--- src/design/tfs_pkg.sv ---
// ----------------------------------------------------------------------------
// tfs_pkg
// Shared types and constants of the telemetry frame supervisor.
// ----------------------------------------------------------------------------
package tfs_pkg;

  localparam int unsigned MAX_PAYLOAD_DEF = 63;
  localparam logic [7:0] SYNC_RESET = 8'h55;
  localparam logic [15:0] WDOG_RESET = 16'd20;

  localparam int unsigned APB_AW = 3;
  localparam int unsigned APB_DW = 32;

  typedef enum logic {
    REG_SYNC = 1'b0,
    REG_WDOG = 1'b1
  } reg_idx_t;

  typedef enum logic [2:0] {
    MODE_BOOT      = 3'd0,
    MODE_SELF_TEST = 3'd1,
    MODE_NORMAL    = 3'd2,
    MODE_DEGRADED  = 3'd3,
    MODE_FAIL_SAFE = 3'd4
  } mode_t;

  typedef enum logic [1:0] {
    EVT_OK   = 2'd0,
    EVT_BAD  = 2'd1,
    EVT_WDOG = 2'd2
  } evt_code_t;

  typedef enum logic {
    OP_BYTE = 1'b0,
    OP_TICK = 1'b1
  } opcode_t;

  typedef struct packed {
    logic      vld;
    evt_code_t code;
  } event_t;

  typedef struct packed {
    mode_t mode;
    logic  fault;
  } sup_state_t;

endpackage

--- src/design/tfs_deframer.sv ---
// ----------------------------------------------------------------------------
// tfs_deframer
// Sync, length, payload and checksum deframer; flags good and bad frames.
// ----------------------------------------------------------------------------
module tfs_deframer #(
  parameter int unsigned MaxPayload = tfs_pkg::MAX_PAYLOAD_DEF
) (
  input  logic            clk,
  input  logic            rst,
  input  logic            en,
  input  logic [7:0]      data_byte,
  input  logic [7:0]      sync_value,
  output tfs_pkg::event_t ev
);

  localparam int unsigned LenW = $clog2(MaxPayload + 1);

  typedef enum logic [1:0] {
    PH_SYNC  = 2'd0,
    PH_LEN   = 2'd1,
    PH_BODY  = 2'd2,
    PH_CHECK = 2'd3
  } phase_t;

  phase_t            phase;
  phase_t            phase_next;
  logic [7:0]        first_byte;
  logic [7:0]        first_byte_next;
  logic [LenW-1:0]   bytes_left;
  logic [LenW-1:0]   bytes_left_next;
  logic [7:0]        running_sum;
  logic [7:0]        running_sum_next;

  always_comb begin
    phase_next       = phase;
    first_byte_next  = first_byte;
    bytes_left_next  = bytes_left;
    running_sum_next = running_sum;
    ev.vld           = 1'b0;
    ev.code          = tfs_pkg::EVT_OK;
    unique case (phase)
      PH_SYNC: begin
        first_byte_next  = data_byte;
        running_sum_next = data_byte;
        phase_next       = PH_LEN;
      end
      PH_LEN: begin
        if ((first_byte != sync_value) || (data_byte > 8'(MaxPayload))) begin
          phase_next = PH_SYNC;
          ev.vld     = 1'b1;
          ev.code    = tfs_pkg::EVT_BAD;
        end else begin
          running_sum_next = running_sum + data_byte;
          bytes_left_next  = data_byte[LenW-1:0];
          phase_next       = (data_byte != 8'd0) ? PH_BODY : PH_CHECK;
        end
      end
      PH_BODY: begin
        running_sum_next = running_sum + data_byte;
        bytes_left_next  = bytes_left - 1'b1;
        if (bytes_left == LenW'(1)) begin
          phase_next = PH_CHECK;
        end
      end
      PH_CHECK: begin
        phase_next = PH_SYNC;
        ev.vld     = 1'b1;
        ev.code    = (data_byte == running_sum) ? tfs_pkg::EVT_OK : tfs_pkg::EVT_BAD;
      end
      default: begin
        phase_next = PH_SYNC;
      end
    endcase
  end

  always_ff @(posedge clk) begin
    if (rst) begin
      phase       <= PH_SYNC;
      first_byte  <= 8'd0;
      bytes_left  <= '0;
      running_sum <= 8'd0;
    end else if (en) begin
      phase       <= phase_next;
      first_byte  <= first_byte_next;
      bytes_left  <= bytes_left_next;
      running_sum <= running_sum_next;
    end
  end

endmodule

--- src/design/tfs_watchdog.sv ---
// ----------------------------------------------------------------------------
// tfs_watchdog
// Tick counter; fires a watchdog event every period ticks.
// ----------------------------------------------------------------------------
module tfs_watchdog (
  input  logic            clk,
  input  logic            rst,
  input  logic            en,
  input  logic [15:0]     watchdog_period,
  output tfs_pkg::event_t ev
);

  logic [15:0] tick_count;
  logic [16:0] count_inc;

  assign count_inc = {1'b0, tick_count} + 17'd1;
  assign ev.vld    = (count_inc >= {1'b0, watchdog_period});
  assign ev.code   = ev.vld ? tfs_pkg::EVT_WDOG : tfs_pkg::EVT_OK;

  always_ff @(posedge clk) begin
    if (rst) begin
      tick_count <= 16'd0;
    end else if (en) begin
      tick_count <= ev.vld ? 16'd0 : count_inc[15:0];
    end
  end

endmodule

--- src/design/tfs_supervisor.sv ---
// ----------------------------------------------------------------------------
// tfs_supervisor
// System mode and fault latch, moved by packet and watchdog events.
// ----------------------------------------------------------------------------
module tfs_supervisor (
  input  logic                clk,
  input  logic                rst,
  input  logic                en,
  input  tfs_pkg::event_t     ev,
  output tfs_pkg::sup_state_t st_next
);

  tfs_pkg::sup_state_t st;

  always_comb begin
    st_next = st;
    if (ev.vld) begin
      if (st.mode == tfs_pkg::MODE_BOOT) begin
        st_next.mode = tfs_pkg::MODE_SELF_TEST;
      end else if (st.mode == tfs_pkg::MODE_SELF_TEST) begin
        st_next.mode = tfs_pkg::MODE_NORMAL;
      end
      if (ev.code == tfs_pkg::EVT_BAD) begin
        st_next.fault = 1'b1;
        st_next.mode  = tfs_pkg::MODE_DEGRADED;
      end
      if ((ev.code == tfs_pkg::EVT_WDOG) && st.fault) begin
        st_next.mode = tfs_pkg::MODE_FAIL_SAFE;
      end
    end
  end

  always_ff @(posedge clk) begin
    if (rst) begin
      st.mode  <= tfs_pkg::MODE_BOOT;
      st.fault <= 1'b0;
    end else if (en) begin
      st <= st_next;
    end
  end

endmodule

--- src/design/telemetry_frame_supervisor.sv ---
// ----------------------------------------------------------------------------
// telemetry_frame_supervisor
// Deframer, watchdog and system supervisor behind a two-register pipeline.
// ----------------------------------------------------------------------------
// Each request is a received byte or a timer tick and gives exactly one
// result: the system state after it, the fault latch and any event raised.
// A request is registered on input, processed combinationally by the deframer,
// watchdog and supervisor, and held in the result register; one request per
// cycle is sustained while the receiver keeps out_ready high. Registers:
// sync value at 0x0, watchdog period at 0x4.
// ----------------------------------------------------------------------------
module telemetry_frame_supervisor #(
  parameter int unsigned MAX_PAYLOAD = tfs_pkg::MAX_PAYLOAD_DEF
) (
  input  logic                       clk,
  input  logic                       rst,
  input  logic                       psel,
  input  logic                       penable,
  input  logic                       pwrite,
  input  logic [tfs_pkg::APB_AW-1:0] paddr,
  input  logic [tfs_pkg::APB_DW-1:0] pwdata,
  output logic [tfs_pkg::APB_DW-1:0] prdata,
  output logic                       pready,
  input  logic                       in_valid,
  output logic                       in_ready,
  input  logic                       opcode,
  input  logic [7:0]                 data_byte,
  output logic                       out_valid,
  input  logic                       out_ready,
  output logic [2:0]                 sys_state,
  output logic                       fault_latched,
  output logic                       event_valid,
  output logic [1:0]                 event_code
);

  logic [7:0]  sync_value;
  logic [15:0] watchdog_period;

  logic        req_vld;
  logic        req_op;
  logic [7:0]  req_byte;
  logic        advance;

  tfs_pkg::event_t     frame_ev;
  tfs_pkg::event_t     wdog_ev;
  tfs_pkg::event_t     ev;
  tfs_pkg::sup_state_t st_next;

  assign pready = 1'b1;

  always_ff @(posedge clk) begin
    if (rst) begin
      sync_value      <= tfs_pkg::SYNC_RESET;
      watchdog_period <= tfs_pkg::WDOG_RESET;
    end else if (psel && penable && pwrite) begin
      unique case (tfs_pkg::reg_idx_t'(paddr[2]))
        tfs_pkg::REG_SYNC: sync_value      <= pwdata[7:0];
        tfs_pkg::REG_WDOG: watchdog_period <= pwdata[15:0];
        default: ;
      endcase
    end
  end

  always_comb begin
    unique case (tfs_pkg::reg_idx_t'(paddr[2]))
      tfs_pkg::REG_SYNC: prdata = {24'd0, sync_value};
      tfs_pkg::REG_WDOG: prdata = {16'd0, watchdog_period};
      default:           prdata = '0;
    endcase
  end

  assign advance  = req_vld && (!out_valid || out_ready);
  assign in_ready = !req_vld || advance;

  always_ff @(posedge clk) begin
    if (rst) begin
      req_vld <= 1'b0;
    end else if (in_ready) begin
      req_vld <= in_valid;
    end
  end

  always_ff @(posedge clk) begin
    if (in_ready && in_valid) begin
      req_op   <= opcode;
      req_byte <= data_byte;
    end
  end

  tfs_deframer #(
    .MaxPayload(MAX_PAYLOAD)
  ) u_deframer (
    .clk       (clk),
    .rst       (rst),
    .en        (advance && (req_op == tfs_pkg::OP_BYTE)),
    .data_byte (req_byte),
    .sync_value(sync_value),
    .ev        (frame_ev)
  );

  tfs_watchdog u_watchdog (
    .clk            (clk),
    .rst            (rst),
    .en             (advance && (req_op == tfs_pkg::OP_TICK)),
    .watchdog_period(watchdog_period),
    .ev             (wdog_ev)
  );

  assign ev = (req_op == tfs_pkg::OP_TICK) ? wdog_ev : frame_ev;

  tfs_supervisor u_supervisor (
    .clk    (clk),
    .rst    (rst),
    .en     (advance),
    .ev     (ev),
    .st_next(st_next)
  );

  always_ff @(posedge clk) begin
    if (rst) begin
      out_valid <= 1'b0;
    end else if (advance) begin
      out_valid <= 1'b1;
    end else if (out_ready) begin
      out_valid <= 1'b0;
    end
  end

  always_ff @(posedge clk) begin
    if (advance) begin
      sys_state     <= st_next.mode;
      fault_latched <= st_next.fault;
      event_valid   <= ev.vld;
      event_code    <= ev.vld ? ev.code : tfs_pkg::EVT_OK;
    end
  end

endmodule

--- config.mk ---
export PLATFORM = sky130hd
export DESIGN_NAME = telemetry_frame_supervisor
export DESIGN_NICKNAME = d
export VERILOG_FILES = /design/src/design/tfs_pkg.sv /design/src/design/tfs_deframer.sv /design/src/design/tfs_watchdog.sv /design/src/design/tfs_supervisor.sv /design/src/design/telemetry_frame_supervisor.sv
export SDC_FILE = /design/constraint.sdc
export NUM_CORES = 1
export LEC_CHECK = 0
export CORE_UTILIZATION = 55
export CTS_CLUSTER_SIZE = 40
export DETAILED_ROUTE_END_ITERATION = 10
export DONT_BUFFER_PORTS = 1
export PLACE_DENSITY = 0.67
export SLEW_MARGIN = 20
export SYNTH_ARGS = -nofsm -noshare
export SYNTH_HDL_FRONTEND = slang
export SYNTH_SLANG_ARGS = --single-unit
--- constraint.sdc ---
create_clock -name clk -period 3.29 [get_ports clk]
set_input_delay 0.658 -clock clk [delete_from_list [all_inputs] [get_ports clk]]
set_output_delay 0.658 -clock clk [all_outputs]
set_load 0.005 [all_outputs]
# After elaboration in Yosys (flattened, before gate mapping)

Index checks and enable logic that the tools add are counted.

Order comparisons: 2
Reduce and logical (&&, ||, !) cells: 24
Bitwise gates (word level): 2
Add/sub/neg operators: 3
Mux-type cells: 22
Equal/unequal tests: 11

Operators with widths:

| cell                  | number |
|---|---|
| $pmux 32 s2           | 1 |
| $pmux 8 s3            | 1 |
| $add 16x1->17 const B | 1 |
| $ge 17x16->1          | 1 |
| $mux 16               | 1 |
| $mux 3                | 5 |
| $pmux 6 s2            | 1 |
| $add 8x8->8           | 1 |
| $eq 8x8->1            | 1 |
| $gt 8x6->1 const B    | 1 |
| $mux 4                | 2 |
| $mux 8                | 1 |
| $ne 8x8->1            | 1 |
| $pmux 2 s4            | 1 |
| $reduce_and 2->1      | 4 |
| $reduce_bool 8->1     | 1 |
| $logic_and 1x1->1     | 7 |
| $eq 2x2->1 const B    | 3 |
| $eq 6x1->1 const B    | 1 |
| $mux 2                | 3 |
| $mux 6                | 1 |
| $pmux 3 s2            | 1 |
| $reduce_and 3->1      | 2 |
| $sub 6x1->6 const B   | 1 |
| 12 further kinds      | 21 |

Output and inout bits: 42
Bits in registers: 86
Word-level logic and storage cells: 81

# Logic depth before layout (Yosys ltp)

Depth in word-level cells: 9
Mapped depth: 16
Gate-level depth less buffers: 14

# Hierarchy

From an unflattened synthesis, not the netlist that was laid out.

Cell total of the unflattened synthesis: 579
Area total of the unflattened synthesis: 5312.6 um^2

By module, submodules not included:

| module                     | times used | cells an instance | seq. area each (um^2) | area each (um^2) |
|---|---|---|---|---|
| telemetry_frame_supervisor | 1          | 175               | 1001.0                | 1965.6 |
| tfs_deframer               | 1          | 218               | 480.5                 | 1759.2 |
| tfs_watchdog               | 1          | 158               | 320.3                 | 1347.5 |
| tfs_supervisor             | 1          | 28                | 80.1                  | 240.2 |

# Worst setup path after synthesis

No wires, ideal clock.

Kind: register -> register
Start point: register u_watchdog.tick_count[2]
End point: register sys_state[2], data pin
Data required time: 3.036 ns
Slack: 0.323 ns
Cell stages (with the launch flop): 16
Buffers on the path: 2
Arrival: 2.713 ns
Path through: dfxtp_1 > buf_2 > nand3_1 > nor2_1 > and3_1 > clkbuf_1 > nand3_1 > xnor2_1 > ha_1 > nand2_1 > nor2_1 > a211oi_1 > o221a_2 > nand2_1 > and3_1 > a21o_1

RTL lines:

| what                   | line                              | source |
|---|---|---|
| from (decl)            | tfs_watchdog.sv:13                | `logic [15:0] tick_count;` |
| from (signal assigned) | tfs_watchdog.sv:24                | `tick_count <= ev.vld ? 16'd0 : count_inc[15:0];` |
| to (signal assigned)   | telemetry_frame_supervisor.sv:131 | `sys_state <= st_next.mode;` |
| to (decl)              | telemetry_frame_supervisor.sv:30  | `output logic [2:0] sys_state,` |

# Worst setup path after layout

Start point: register u_watchdog.tick_count[0]
End point: register u_watchdog.tick_count[3]

Longest elaborated chain between the ends: 3

RTL lines:

| what              | line               | source |
|---|---|---|
| $add 16x1->17 (*) | tfs_watchdog.sv:16 | `assign count_inc = {1'b0, tick_count} + 17'd1;` |
| $ge 17x16->1      | tfs_watchdog.sv:17 | `assign ev.vld = (count_inc >= {1'b0, watchdog_period});` |
| $mux 16 (*)       | tfs_watchdog.sv:24 |  |

Mark *: on every way between the ends. The rest lies on a longest branch, timed or not.
A chain may end at the register's enable or synchronous reset.

==> run_results.csv <==
group,metric,value,unit
status,status,"complete, no violations",
critical_path,cp_num_buf_inv,1,
global_routing,grt_pass1_wl,16590,µm
floorplan,ios,93,
cells_and_area,layout.cells.most_common_list,"78 x nand2_1, 70 x dfxtp_1, 49 x a21oi_1",
yosys,synth_area_leader_cell,"dfxtp_1",
cells_and_area,final_area,5215,µm²
power_and_ir_drop,powerDensity,388.5,nW/µm²
global_routing,grt_max_degree,66,
place,hpwl,7327,µm
place,globalplace.congestion,0.8481,
clock_network,cts_tree,"done",
power_and_ir_drop,pwr-share-clk,36.0,%
timing,drv_slew,0,
global_routing,grt-ovfl-total,0,
yosys,synth_area,4883,µm²
global_routing,grt_antenna_before_repair,0,
drt,drt-total-wl,10340,µm
yosys,synthTopCellsByArea,"dfxtp_1 29%, edfxtp_1 9.8%, ha_1 7.9%, nand2_1 6.1%, a21oi_1 5.0%",
yosys,synth_simple_gate_area_share,20.52,%
critical_path,critPathKind,"register to register",
cells_and_area,postLayoutCoreUtil,60.09,%
yosys,synth_compound_area_share,15.86,%
yosys,synth_ff_type,"dfxtp_1",
critical_path,start_kind,"register",
critical_path,cp_max_fo,12,
timing,setup_ws,0.1499,ns
timing,tns,0,ns
floorplan,die_h,96.23,µm
critical_path,cpPeakStageDelay,0.37,ns
power_and_ir_drop,seq_power_share,55.8,%
floorplan,die_w,96.23,µm
run,drv_cap,0,
cells_and_area,fin_nets,651,
critical_path,cp-end-kind,"register",
clock_network,clk-insertion-delay-late,0.36,ns
yosys,synth-seq-cells,86,
floorplan,start_util,56.27,%
critical_path,cp_cell_sequence,"ha_1, nand3_1, nor2_4, nand3_4, nor2_1, xor2_1, ha_1, nand2_1, nor2_1, a211oi_1, o221a_2, buf_4, and2_2, a21o_1, a32o_1",
place,placed_cells,661,
timing,hold_viol,0,
drt,route.detailed.drc,0,
cells_and_area,layout_commonest_cell,"nand2_1",
floorplan,die_area,9260,µm²
cells_and_area,multi_input_area,2744,µm²
yosys,synth_edf_count,16,
timing,whs,0.3655,ns
timing,tightest_slew,0.9181,ns
cells_and_area,instances_no_fill,681,
critical_path,cp_slowest_cell,"dfxtp_1",
yosys,netlist-cell-type-count,59,
power_and_ir_drop,swShare,26.07,%
yosys,synth_cells,565,
clock_network,clock-sinks,86,
timing,finalCritPeriodShare,95.44,%
clock_network,cts_buffers,9,
cells_and_area,diodes,0,
place,port_buffers,0,
clock_network,cts_buffer_depth,2,
global_routing,grt_pass1_vias,3615,
yosys,async_flop_share,0,%
drt,viasPerCell,5.665,
power_and_ir_drop,p_int,1.498,mW
power_and_ir_drop,combPwrFrac,8.2,%
floorplan,coreArea,8678,µm²
critical_path,crit_family,"simple AND/OR/NAND/NOR gates",
cells_and_area,regArea,1882,µm²
clock_network,h-tree-depth,3,
min_path,hp-class,"input port to register",
yosys,synth_mux_area_share,4.714,%
critical_path,arrival,3.45,ns
yosys,synth_top_family_by_area,"simple AND/OR/NAND/NOR gates",
critical_path,required,3.60,ns
timing,slew_headroom,38.57,%
cells_and_area,layout-drive-gt1-share,11.17,%
yosys,yosys.area.top_type_share,28.70,%
clock_network,clkTransAtPathRegs,0.09,ns
drt,first_iter_violations,137,
timing,fmax,0.3185,GHz
power_and_ir_drop,ir_worst_vdd,0.3205,mV
yosys,synth_xor_xnor_area_share,4.663,%
timing,skew,0.01719,ns
global_routing,grt_use_total,23.59,%
yosys,yosysWarnings,0,
floorplan,std_cell_rows,34,
cells_and_area,synthToLayoutAreaGrowth,6.790,%
timing,setup_violations,0,
cells_and_area,nFillCells,759,
yosys,postSynthAreaPerCell,8.643,µm²
timing,period_needed,3.140,ns
drt,dr.pass1.iters,4,
place,placed_cell_area,4956,µm²
power_and_ir_drop,power_switching,0.5282,mW
drt,avgRoutedWirePerCell,15.18,µm
drt,final_antenna_net_count,0,
power_and_ir_drop,p_leak,1.972,nW
yosys,synth_seq_area_share,38.53,%
yosys,synthAdderAreaFrac,8.353,%
place,post-place-ws,0.1010,ns
drt,via_count,3858,
power_and_ir_drop,p_total,2.026,mW
clock_network,cts_root_buffer,"clkbuf_8",
-- sequential cells by signal, indices dropped and copies added, names as in the netlist, 3 cells and up, named ones only --
register / cells
u_watchdog.tick_count: 16
watchdog_period: 16
req_byte: 8
sync_value: 8
u_deframer.first_byte: 8
u_deframer.running_sum: 8
u_deframer.bytes_left: 6
u_supervisor.st: 4
sys_state: 3
-- worst reg2reg max path, cell delays in order, from the launching register on --
cell	delay, ns
dfxtp_1	0.37
ha_1	0.18
nand3_1	0.14
nor2_4	0.18
nand3_4	0.12
nor2_1	0.15
xor2_1	0.23
ha_1	0.29
nand2_1	0.11
nor2_1	0.06
a211oi_1	0.24
o221a_2	0.27
buf_4	0.13
and2_2	0.30
a21o_1	0.16
a32o_1	0.15
-- cells in the mapped netlist (all sizes together), types with 2 or more instances --
master and n:
conb 2, nand2b 5, nand3b 3, nand3 38
a21oi 49, o211ai 3, mux2i 14, nor2b 8
nor3 4, ha 31, xnor2 16, clkinv 2
and3 6, xor2 10, edfxtp 16, buf 22
a311oi 3, nand4 4, dfxtp 70, a21o 9
a211o 2, o21ai 15, a31oi 4, nand2 79
clkbuf 20, o22ai 3, mux2 8, nor2 44
inv 30, nor3b 4, a32o 5, nor4 5
or3 3, a211oi 10, and2 5
-- power groups by stage --
stage | sequential [mW] | clock [mW] | combinational (mW)
floorplan | 1.14 | 0 | 0.161
global route | 1.14 | 0.789 | 0.188
detailed placement | 1.15 | 0 | 0.164
global placement | 1.15 | 0 | 0.159
CTS | 1.13 | 0.746 | 0.164
finish | 1.13 | 0.729 | 0.166
-- kinds of logic (layout without fill, tap and decap cells) --
| family | Yosys count | after routing |
|---|---|---|
| AND/OR/NAND/NOR | 209 | 209 |
| other | 2 | 17 |
| XOR/XNOR | 26 | 26 |
| buffers and inverters | 74 | 67 |
| multiplexers | 22 | 22 |
| adder cells (fa/ha/maj) | 32 | 32 |
| AO/OA/AOI/OAI | 114 | 114 |
| flip-flops | 86 | 86 |
-- what timing repair did --
item | 4_1_cts | 5_1_grt
hold endpoints to repair | 0 | 0
setup buffers | 0 | 4
gates resized for setup | 0 | 8
hold buffers | 0 | 0
endpoints found under the setup margin | 0 | 21
-- path summary, 6_finish.rpt --
kind / from / end / cells past startpoint / slack, ns
setup / recovery: u_watchdog.tick_count[0] / u_watchdog.tick_count[3] / 15 / 0.15
setup reg to reg: u_watchdog.tick_count[0] / u_watchdog.tick_count[3] / 15 / 0.15
hold / removal: rst / u_supervisor.st[3] / 1 / 0.37
hold reg to reg: watchdog_period[11] / watchdog_period[11] / 2 / 0.46
-- area by class of cell --
type	instances	area share (%)
multi-input combinational	420	52.62
tap	108	2.591
timing repair buffer	19	2.735
sequential	86	36.08
clock inverter	5	0.7438
clock buffer	11	2.927
inverter	32	2.303
-- metal layers --
metal	global-route usage [%]	up-vias	share of wire, %
li1	-	1941	-
met1	27.38	1812	45
met2	42.67	87	50
met3	5.055	18	3.6
met4	7.960	0	1.5
met5	0	-	0
Power figures use the tool's default switching activity.
